File: config.mk
export PLATFORM = sky130hd
export DESIGN_NAME = bdm_lane
export DESIGN_NICKNAME = d
export VERILOG_FILES = /design/src/sv/assert_macros.svh /design/src/sv/bdm_pkg.sv /design/src/sv/bdm_lane.sv
export SDC_FILE = /design/constraint.sdc
export NUM_CORES = 1
export LEC_CHECK = 0
export BUFFER_PORTS_ARGS = -buffer_cell sky130_fd_sc_hd__buf_2
export CORE_ASPECT_RATIO = 0.8
export CORE_MARGIN = 2
export CORE_UTILIZATION = 41
export DETAILED_ROUTE_END_ITERATION = 7
export PLACE_DENSITY = 0.87
export REMOVE_ABC_BUFFERS = 1
export SLEW_MARGIN = 10
export SYNTH_ARGS = -nofsm -noshare
export SYNTH_HDL_FRONTEND = slang
export SYNTH_SLANG_ARGS = --single-unit
File: constraint.sdc
create_clock -name vclk -period 1.3
set_clock_uncertainty 0.05 [all_clocks]
set_input_delay 0.065 -clock vclk [all_inputs]
set_output_delay 0.065 -clock vclk [all_outputs]
set_load 0.01 [all_outputs]
File: src/sv/assert_macros.svh
// assertion macros used by the core rtl file
`ifndef ASSERT_MACROS_SVH
`define ASSERT_MACROS_SVH

// clocked check, off while reset is asserted
`define BDM_ASSERT(lbl, clk, rst_n, prop, msg) \
  lbl: assert property (@(posedge clk) disable iff (!rst_n) prop) else $error(msg);

// clocked check that also holds during reset
`define BDM_ASSERT_ALWAYS(lbl, clk, prop, msg) \
  lbl: assert property (@(posedge clk) prop) else $error(msg);

`endif

File: src/sv/bdm_pkg.sv
// shared constants for the binary descriptor majority block
package bdm_pkg;

  localparam int WORD_BITS       = 64;
  localparam int MAX_WORDS_DEF   = 4;
  localparam int COUNT_BITS_DEF  = 16;
  localparam int INDEX_LIMIT     = 4;
  localparam int CFG_W           = 3;
  localparam int INDEX_W         = 2;

  localparam logic [CFG_W-1:0] DESC_WORDS_RESET = 3'd4;

  // command codes
  localparam logic CMD_ACCUM  = 1'b0;
  localparam logic CMD_FINISH = 1'b1;

endpackage

File: src/sv/bdm_lane.sv
// one bit position: saturating counter update and majority compare
module bdm_lane #(
  parameter int COUNT_BITS = bdm_pkg::COUNT_BITS_DEF
) (
  input  logic [COUNT_BITS-1:0] count_i,
  input  logic                  bit_i,
  input  logic [COUNT_BITS-1:0] need_i,
  output logic [COUNT_BITS-1:0] count_o,
  output logic                  mean_o
);

  // count stops at all ones
  assign count_o = (bit_i && (count_i != {COUNT_BITS{1'b1}})) ?
                   count_i + COUNT_BITS'(1) : count_i;

  // ties set the bit
  assign mean_o = (count_i >= need_i);

endmodule
==> impl_metrics.tcl <==
set metrics [dict create \
    hold_class "in -> out" \
    dieArea_mm2 0.00234 \
    synth_mux_area_frac 0.0264 \
    synth_xor_area_frac 0.109 \
    top_layer_used "met4" \
    wirelength_met1_um 1890 \
    diodes 0 \
    max_slew_margin 0.801 \
    fmax_mhz 613 \
    timing_hold_violations_final 0 \
    grt_max_degree 8 \
    wl_met2_um 2220 \
    slew_viol_final 0 \
    crit_arrival_ns 1.52 \
    antenna_found_initial 0 \
    vias 1345 \
    ios 50 \
    internal-power_mw 0.265 \
    p_clk_frac 0 \
    setup_viol 15 \
    grt_pass1_vias 1275 \
    synth_top_family_by_area "compound AO/OA/AOI/OAI gates" \
    synthToLayoutAreaGrowth_pct 115 \
    fin_nets 249 \
    yosys.area.top_type "ha_1" \
    dp_hpwl_um 2420 \
    power.net_switching_mw 0.267 \
    setup_ws_ns -0.332 \
    maxCapViolations 0 \
    start_util 0.431 \
    yosysWarnings 0 \
    row_count 14 \
    stdcell_area_mm2 0.00174 \
    netlist.area_leader.share 0.264 \
    netlist-cell-type-count 35 \
    drive_above_1_share 0.635 \
    grt_pass1_wl_um 6150 \
    hold_buffers 0 \
    wl_um 4760 \
    p_comb_frac 1.000 \
    wl_met3_um 454 \
    yosys.area_share.adder 0.264 \
    p_leak_nw 0.865 \
    coreArea_mm2 0.00187 \
    power_mw 0.533 \
    min_period_ns 1.63 \
    gp_congestion 0.850 \
    nClkBuffers 0 \
    dr.pass1.iters 6 \
    seq_area_frac_synth 0 \
    seqPwrFrac 0 \
    final_cell_mix "buf_2, buf_4, inv_1" \
    syn_area_um2 807 \
    critPathCaptureType "primary output" \
    routed_via_density 6.09 \
    worst-setup-path-type "in -> out" \
    fillers 65 \
    rsz0062_at_grt "yes" \
    wl_per_cell_um 21.5 \
    instances_no_fill 221 \
    final_antenna_net_count 0 \
    period_share 1.26 \
    cp-start-kind "primary input" \
    synth.avg_cell_area_um2 7.61 \
    yosys.area_share.simple 0.243 \
    drc 0 \
    required_ns 1.19 \
    fp.dieW_um 53.6 \
    pre_cts_slack_ns -0.370 \
    dpl_cell_area_mm2 0.00133 \
    dp_cells 212 \
    design.seq.count 0 \
    status "complete, but fails checks" \
    io_buffers 50 \
    drt_first_iter_violations 43 \
    cp_max_fo 3 \
    regArea_um2 0 \
    worst_pin_slew_ns 0.297 \
    violations "negative setup slack" \
    grt_usage 0.357 \
    power_density_mw_per_mm2 306 \
    holdWs_ns 0.423 \
    synth.area.top_cells "ha_1, inv_1, xnor2_1" \
    swShare 0.502 \
    vdd_drop_max_v 0.000258 \
    grt_remaining_overflow 0 \
    synth_compound_area_frac 0.264 \
    die_y_um 43.7 \
    syn_inst 106 \
]
[metrics by stage]
stage | util | TNS, ns
detailed placement | 0.710 | -1.86
floorplan | - | -0.0180
global route | 0.927 | -2.83
finish | 0.927 | -2.47
CTS | 0.804 | -0.771
global placement | 0.710 | -1.44
[worst max-delay path, stage by stage]
cell      delay [ns]
buf_2           0.08
inv_1           0.05
ha_1            0.37
nand4_1         0.20
a21oi_2         0.20
a211oi_2        0.10
o31ai_1         0.26
buf_2           0.18
[cell type report]
class | count | area (um^2) | area share
Inverter | 19 | 73.8 | 0.0425
Multi-Input combinational cell | 86 | 947 | 0.545
Timing Repair Buffer | 92 | 687 | 0.395
Tap cell | 24 | 30.0 | 0.0173
[cells in the mapped netlist (all sizes together)]
cell type   n
inv        19
ha         17
xnor2       8
a21oi       7
nand4       6
o21ai       6
nand2       4
nand3       4
a31oi       3
a41oi       3
and4        3
nor4        3
o2111ai     3
a21o        2
and3        2
nor2        2
o21bai      2
xor2        2
a2111o      1
a211oi      1
and2        1
buf         1
mux2        1
mux2i       1
nand2b      1
o21a        1
o31a        1
o31ai       1
[power groups by stage]
| stage | Clock (mW) | Sequential [mW] | Combinational [mW] |
|---|---|---|---|
| floorplan | 0 | 0 | 0.160 |
| global placement | 0 | 0 | 0.352 |
| detailed placement | 0 | 0 | 0.376 |
| CTS | 0 | 0 | 0.421 |
| global route | 0 | 0 | 0.557 |
| finish | 0 | 0 | 0.533 |
[layer usage]
layer  global-route usage  vias to the layer above
met4                0.159                        0
met5                    0                        -
met3               0.0552                       24
met2                0.615                      109
li1                     -                      586
met1                0.433                      626
[final timing paths]
path | startpoint | slack, ns | end | depth (start not counted)
setup / recovery | need_i[6] | -0.33 | mean_o | 8
hold / removal | count_i[9] | 0.42 | count_o[9] | 3
[repair_timing]
item	in CTS	in global routing
resized for setup	30	42
setup buffers	1	9
gates cloned	0	0
setup endpoints to repair	16	16
pin swaps	21	22
[cells by family after synthesis]
group,Yosys count
AOI/OAI and AO/OA,31
and+or+nand+nor,26
buffers and inverters,20
adders and majority gates,17
xor gates and xnor gates,10
muxes,2
No activity file was read; power rests on OpenSTA's default activity.
