[src/sv/assert_macros.svh]
// assertion macros used by the core rtl file
`ifndef ASSERT_MACROS_SVH
`define ASSERT_MACROS_SVH

// clocked check, off while reset is asserted
`define BDM_ASSERT(lbl, clk, rst_n, prop, msg) \
  lbl: assert property (@(posedge clk) disable iff (!rst_n) prop) else $error(msg);

// clocked check that also holds during reset
`define BDM_ASSERT_ALWAYS(lbl, clk, prop, msg) \
  lbl: assert property (@(posedge clk) prop) else $error(msg);

`endif

[src/sv/bdm_ram.sv]
// generic single write port ram with registered read
module bdm_ram #(
  parameter int WIDTH  = 64,
  parameter int DEPTH  = 4,
  parameter int ADDR_W = (DEPTH > 1) ? $clog2(DEPTH) : 1
) (
  input  logic              clk_i,
  input  logic              we_i,
  input  logic [ADDR_W-1:0] waddr_i,
  input  logic [WIDTH-1:0]  wdata_i,
  input  logic [ADDR_W-1:0] raddr_i,
  output logic [WIDTH-1:0]  rdata_o
);

  logic [WIDTH-1:0] mem_q [DEPTH];
  logic [WIDTH-1:0] rdata_q;

  // write port and registered read port
  always_ff @(posedge clk_i) begin
    if (we_i) begin
      mem_q[waddr_i] <= wdata_i;
    end
    rdata_q <= mem_q[raddr_i];
  end

  assign rdata_o = rdata_q;

endmodule

[config.mk]
export PLATFORM = sky130hd
export DESIGN_NAME = bdm_ram
export DESIGN_NICKNAME = d
export VERILOG_FILES = /design/src/sv/assert_macros.svh /design/src/sv/bdm_ram.sv
export SDC_FILE = /design/constraint.sdc
export NUM_CORES = 1
export LEC_CHECK = 0
export ABC_AREA = 1
export BUFFER_PORTS_ARGS = -buffer_cell sky130_fd_sc_hd__clkbuf_2
export CAP_MARGIN = 10
export CORE_MARGIN = 2
export CORE_UTILIZATION = 62
export CTS_CLUSTER_SIZE = 25
export DETAILED_ROUTE_END_ITERATION = 7
export GPL_ROUTABILITY_DRIVEN = 0
export HOLD_SLACK_MARGIN = 0.03
export PLACE_DENSITY = 0.94
export SLEW_MARGIN = 10
export SYNTH_ARGS = -nofsm -noshare
export SYNTH_HDL_FRONTEND = slang
export SYNTH_SLANG_ARGS = --single-unit
[constraint.sdc]
create_clock -name clk_i -period 8.5 [get_ports clk_i]
set_input_delay 0.85 -clock clk_i [delete_from_list [all_inputs] [get_ports clk_i]]
set_output_delay 0.85 -clock clk_i [all_outputs]
set_load 0.02 [all_outputs]
==> metrics.md, run 1 <==
| Metric | Value |
|---|---|
| Critical Path Start | `raddr_i[1]` |
| Die area | `20600 sq um` |
| Drt pass-1 iters | `6` |
| Worst setup SP type | `input port` |
| Sequential area share after synthesis | `74.5%` |
| Overflow after GRT | `0` |
| Total of max-cap violations | `0` |
| Tcrit/Tclk final | `27.7%` |
| Synth Cell Area | `12000 sq um` |
| Most frequent cell after synthesis | `nand2_1` |
| WL/cell | `15.9 um` |
| # hold bufs at CTS | `0` |
| Via count | `7507` |
| Slew HR | `26.5%` |
| Final #Nets | `1276` |
| Die height | `143 um` |
| Slew Viols, Final | `0` |
| Tmin final | `2350 ps` |
| Syn Nets | `1144` |
| Post-synth top flop | `edfxtp_1` |
| Post-synth top cells | `nand2_1, inv_1, edfxtp_1` |
| Worst slew pin tran | `1100 ps` |
| Asr flop ratio synth | `0%` |
| Fill count | `1173` |
| RSZ-0062 raised after global routing | `no` |
| Data arrival, critical path | `2780 ps` |
| Area leader, netlist | `edfxtp_1` |
| Final Hold Vio Count | `0` |
| Status | `complete, no violations` |
| Syn_area_per_cell | `11.2 sq um` |
| Root Buffer Master | `clkbuf_16` |
| Die Wd | `143 um` |
| Initial antenna violation count | `1` |
| H-tree depth | `1` |
| Hold Crit Class | `input port to register` |
| CTS clk-pin slew, worst paths | `70 ps` |
| Largest net degree at the start of global routing | `102` |
| TritonCTS clock tree | `yes` |
| RR Startpoint | `mem_q[3][22]` |
| Port Buffers | `133` |
| Share of cells above drive strength 1 | `15.8%` |
| Starting DRT DRC Count | `599` |
| Clk_lat worst skew | `550 ps` |
| HP Start | `wdata_i[57]` |
| Worst vdd ir | `0.197 mV` |
| Tot Pwr | `3390 uW` |
| Vias per cell | `5.03` |
| Crit Path Category | `input port to register` |
| Setup bufs post-CTS | `0` |
| Area delta synth->final | `15.4%` |
| CP endpoint kind | `register` |
| Initial Util | `63.7%` |
| Required time of the critical path | `8930 ps` |
| First-pass GRT wire length | `36.7 mm` |
| Clock Skew | `10.3 ps` |
| Cell Pwr Density | `244 nW/um^2` |
| Util after Layout | `73.6%` |
| Post-synth EDFFs | `256` |
| #FFs+latches synth | `320` |
| DRT antenna net count | `0` |
| Max Fanout on Critical Path | `65` |
| Synth top area share | `63.8%` |
| Main area contributors after synthesis | `edfxtp_1, dfxtp_1, nand2_1, inv_1, nand3_1` |
| GRT Total Usage | `23.2%` |
| Number of clock sinks | `320` |
| Post_cts resized | `0` |
| Yosys cell types | `11` |
| Peak Freq | `425 MHz` |
| Aggregate routed wire length | `23.6 mm` |
| Vias in the first global route | `7709` |
| Final setup fails | `0` |
| DR DRC count | `0` |
| CTS buffer count | `30` |
| Clock Tree Buf Depth | `3` |
| Yosys warning total | `0` |
| Cell count after synthesis | `1074` |
| DPL Wire Length | `13.1 mm` |
| Core area | `18900 sq um` |
| Pleak | `0.00647 uW` |
| TNS Setup | `0 ps` |
| Row cnt | `50` |
| IO Pins | `134` |
layer usage:
metal  global-route usage, %  vias to the layer above  routed length [um]
li1                        -                     3619                   -
met1                    28.7                     3542                8940
met2                    40.1                      294               12000
met3                    5.50                       50                2090
met4                    8.88                        2                 609
met5                       0                        -                  14
cell families (layout without fill, tap and decap cells):
kind of cell / Yosys count / after routing / synth area share, %
other: 0 / 1 / 0
flip-flops: 320 / 320 / 74.5
buffers and inverters: 302 / 458 / 10.1
AND/OR/NAND/NOR: 452 / 452 / 15.5
worst paths after layout:
path | to | slack [ps] | depth (start not counted)
hold reg to reg | rdata_o[63] | 530 | 4
setup reg to reg | rdata_o[22] | 7640 | 4
setup / recovery | rdata_o[41] | 6150 | 6
hold / removal | mem_q[3][57] | 520 | 1
per-stage QoR:
stage                     cell area, sq um  hold slack [ps]  worst slack, ps  cells
after global routing                 13900              503             6070   1490
final                                13900              515             6150   1491
after detailed placement             12900              523             5640   1434
after CTS                            13900              499             6180   1490
after global placement               12900              510             5680   1434
after floorplan                      12000              499             2620   1074
registers in the layout, summed over array words and instances, names as in the netlist:
register,flops
rdata_o,64
mem_q,256
cell type report:
cell class	instances	area, sq um	share of cell area (%)
Antenna cell	1	2.50	0.0180
Clock buffer	42	867	6.24
Timing Repair Buffer	141	728	5.24
Inverter	261	982	7.07
Clock inverter	14	144	1.04
Tap cell	260	325	2.34
Multi-Input combinational cell	452	1880	13.5
Sequential cell	320	8970	64.5
layout by cell type, fill, tap and decap left out, types with 6 or more instances in the layout:
cell,synthesis,final
nand2_1,320,320
nand3_1,128,128
clkbuf_16,0,31
clkbuf_2,0,131
buf_4,14,9
inv_1,259,259
clkbuf_1,4,6
clkinv_2,0,7
edfxtp_1,256,256
dfxtp_1,64,64
power by group:
part	leakage [uW]	switching, uW	internal [uW]	total [uW]
clock network	0.000500	539	798	1340
logic	0.00308	166	69.3	235
registers	0.00289	28.0	1790	1810
worst max-delay path, cell delays in order:
cell and delay [ps]:
buf_2 70, buf_4 660, inv_2 480, buf_4 430
nand3_1 170, nand2_1 70
No activity file was read; power rests on OpenSTA's default activity.
==> run 2, diff against run 1 <==
ABC_AREA = 0   (was 1)
CORE_UTILIZATION = 57   (was 62)
PLACE_DENSITY = 0.89   (was 0.94)
clock period = 2.2 ns   (was 8.5 ns; I/O delays follow)
==> run 2 against run 1 <==
Total power grew to 3.8 times the previous value. Global-route usage shrank 3.1 points. Hold slack lost 300 ps. Via count shrank 36%. Critical endpoint is now rdata_o[2]. Highest routed layer is now met4.
==> metrics.md, run 2 <==
| Metric | Value |
|---|---|
| Status | `complete, no violations` |
| Synth top area share | `72.4%` |
| Post-synth top cells | `edfxtp_1, dfxtp_1, mux4_2` |
| Aggregate routed wire length | `19.4 mm` |
| Sequential fraction of design power | `53.9%` |
| Drt pass-1 iters | `4` |
| Finished Layout Cells | `886` |
| Synth Cell Area | `10600 sq um` |
| RR Startpoint | `mem_q[1][1]` |
| Worst slew pin tran | `498 ps` |
| Worst path bufs/invs | `1` |
| Post-synth top flop | `edfxtp_1` |
| Area delta synth->final | `25.2%` |
| TNS Setup | `0 ps` |
| Share of cells above drive strength 1 | `39.6%` |
| Syn_area_per_cell | `26.4 sq um` |
| Max Fanout on Critical Path | `1` |
| #FFs+latches synth | `320` |
| RSZ-0062 raised after global routing | `no` |
| Initial antenna violation count | `1` |
| Die area | `19700 sq um` |
| Worst setup SP type | `register` |
| CTS clk-pin slew, worst paths | `60 ps` |
| Overflow after GRT | `0` |
| Syn Nets | `472` |
| Reg2Reg Depth | `1` |
| Die Wd | `141 um` |
| Final Hold Vio Count | `0` |
| WHS Path Cells | `2` |
| Crit Path Category | `register to output port` |
| Main area contributors after synthesis | `edfxtp_1, mux4_2, dfxtp_1, buf_12, mux4_1` |
| Most common cell after layout, fill and taps aside | `edfxtp_1` |
| CP cell instances | `clkbuf_2` |
| Final non-filler cell area | `13300 sq um` |
| Max reg flops | `256` |
| CP endpoint kind | `output port` |
| Most frequent cells in the layout | `edfxtp_1, clkbuf_2, dlygate4sd3_1, dfxtp_1, mux4_2` |
| Clock Tree Buf Depth | `3` |
| Port Buffers | `133` |
| Worst vdd ir | `0.600 mV` |
| Tmin final | `1300 ps` |
| Hold Slack | `211 ps` |
| TritonCTS clock tree | `yes` |
| DR DRC count | `0` |
| Core area | `18100 sq um` |
| Yosys cell types | `11` |
| Starting DRT DRC Count | `281` |
| CP peak stage delay | `360 ps` |
| Initial Util | `58.5%` |
| Dpl cells | `765` |
| Tcrit/Tclk final | `59.3%` |
| H-tree depth | `1` |
| Cell Pwr Density | `979 nW/um^2` |
| Required time of the critical path | `1980 ps` |
| DRT antenna net count | `0` |
| Row cnt | `49` |
| HP Start | `raddr_i[0]` |
| Vias per cell | `5.46` |
| Most frequent cell after synthesis | `edfxtp_1` |
| R2R Setup Slk | `1090 ps` |
| FF-to-FF End | `rdata_o[1]` |
| Area leader, netlist | `edfxtp_1` |
| Hold Crit Class | `input port to register` |
| IO Pins | `134` |
| Clock share of power | `39.5%` |
| Data arrival, critical path | `1080 ps` |
| Switch Pwr | `2680 uW` |
| Clk_lat worst skew | `540 ps` |
| Slowest cell on the critical path | `dfxtp_1` |
| Pleak | `0.00475 uW` |
| Cell-internal power | `10300 uW` |
| GRT Total Usage | `20.2%` |
| Largest net degree at the start of global routing | `65` |
| Yosys warning total | `0` |
| Clock Skew | `11.3 ps` |
| Largest reg by FF count | `mem_q` |
| Number of clock sinks | `320` |
| Total of max-cap violations | `0` |
| Cell count after synthesis | `402` |
| Die height | `141 um` |
| DP Area | `11600 sq um` |
| Sequential area share after synthesis | `84.4%` |
| Via count | `4841` |
| Vias in the first global route | `5113` |
| Peak Freq | `767 MHz` |
| Slew HR | `66.8%` |
| Final #Nets | `702` |
| CP top delay family | `flip-flops` |
| Min-Delay Endpoint | `rdata_o[48]` |
| Slew Viols, Final | `0` |
| Root Buffer Master | `clkbuf_16` |
| CTS buffer count | `30` |
| Final setup fails | `0` |
| DPL Wire Length | `11.2 mm` |
| Combinational share of power | `6.6%` |
| Util after Layout | `73.3%` |
| WL/cell | `21.9 um` |
| Asr flop ratio synth | `0%` |
| Post-synth EDFFs | `256` |
| Net Sw Frac | `20.6%` |
| First-pass GRT wire length | `29.7 mm` |
-- run 2: changes by cell type after synthesis, moves of 2 or more --
cell	delta
and3b_1	+2
buf_1	-2
buf_12	+6
buf_2	-15
buf_4	-14
clkbuf_1	-4
inv_1	-259
inv_2	-2
mux4_1	+4
mux4_2	+60
nand2_1	-320
nand3_1	-128
nor3_1	-4
-- run 2: how the worst max path moves through the flow --
| stage | start | end | slack [ps] | cells past startpoint |
|---|---|---|---|---|
| floorplan | we_i | mem_q[0][0] | -110 | 1 |
| global placement | raddr_i[1] | rdata_o[14] | 720 | 3 |
| detailed placement | raddr_i[0] | rdata_o[1] | 670 | 3 |
| CTS | rdata_o[0] | rdata_o[0] | 860 | 1 |
| global route | rdata_o[2] | rdata_o[2] | 840 | 1 |
| finish | rdata_o[2] | rdata_o[2] | 900 | 1 |
-- run 2: layer usage --
metal  vias to the layer above  routed length, um  GRT usage, %
met5                         -                  0             0
met4                         0                290          5.11
met3                        23               1170          4.07
met2                       181               9720          33.7
met1                      2487               8230          28.0
li1                       2150                  -             -
-- run 2: kinds of logic after synthesis --
group	Yosys count	share of synthesized area, %
simple gates	4	0.295
flops	320	84.4
buf+inv	14	1.57
mux	64	13.7
-- run 2: cell type report --
cell class	instances	area, sq um
antenna	1	2.50
clock buffer	40	840
clock inverter	16	165
fill	1010	4850
multi-input combinational	68	1510
sequential	320	8970
tap	229	287
timing repair buffer	212	1520
-- run 2: metrics by stage --
stage	setup WS, ps	power, uW
floorplan	-111	7560
detailed placement	673	7910
global route	844	13400
CTS	861	13100
global placement	717	7860
finish	896	13000
-- run 2: power groups by stage --
| stage | logic [uW] | registers [uW] | clock network (uW) |
|---|---|---|---|
| global route | 917 | 7040 | 5450 |
| CTS | 870 | 7020 | 5220 |
| floorplan | 311 | 7250 | 0 |
| finish | 863 | 7010 | 5140 |
| detailed placement | 771 | 7140 | 0 |
| global placement | 745 | 7110 | 0 |
-- run 2: repair_timing --
item | in CTS | in global routing
hold buffers | 64 | 0
gates resized for setup | 0 | 0
endpoints found under the hold margin | 256 | 0
setup buffers | 0 | 0
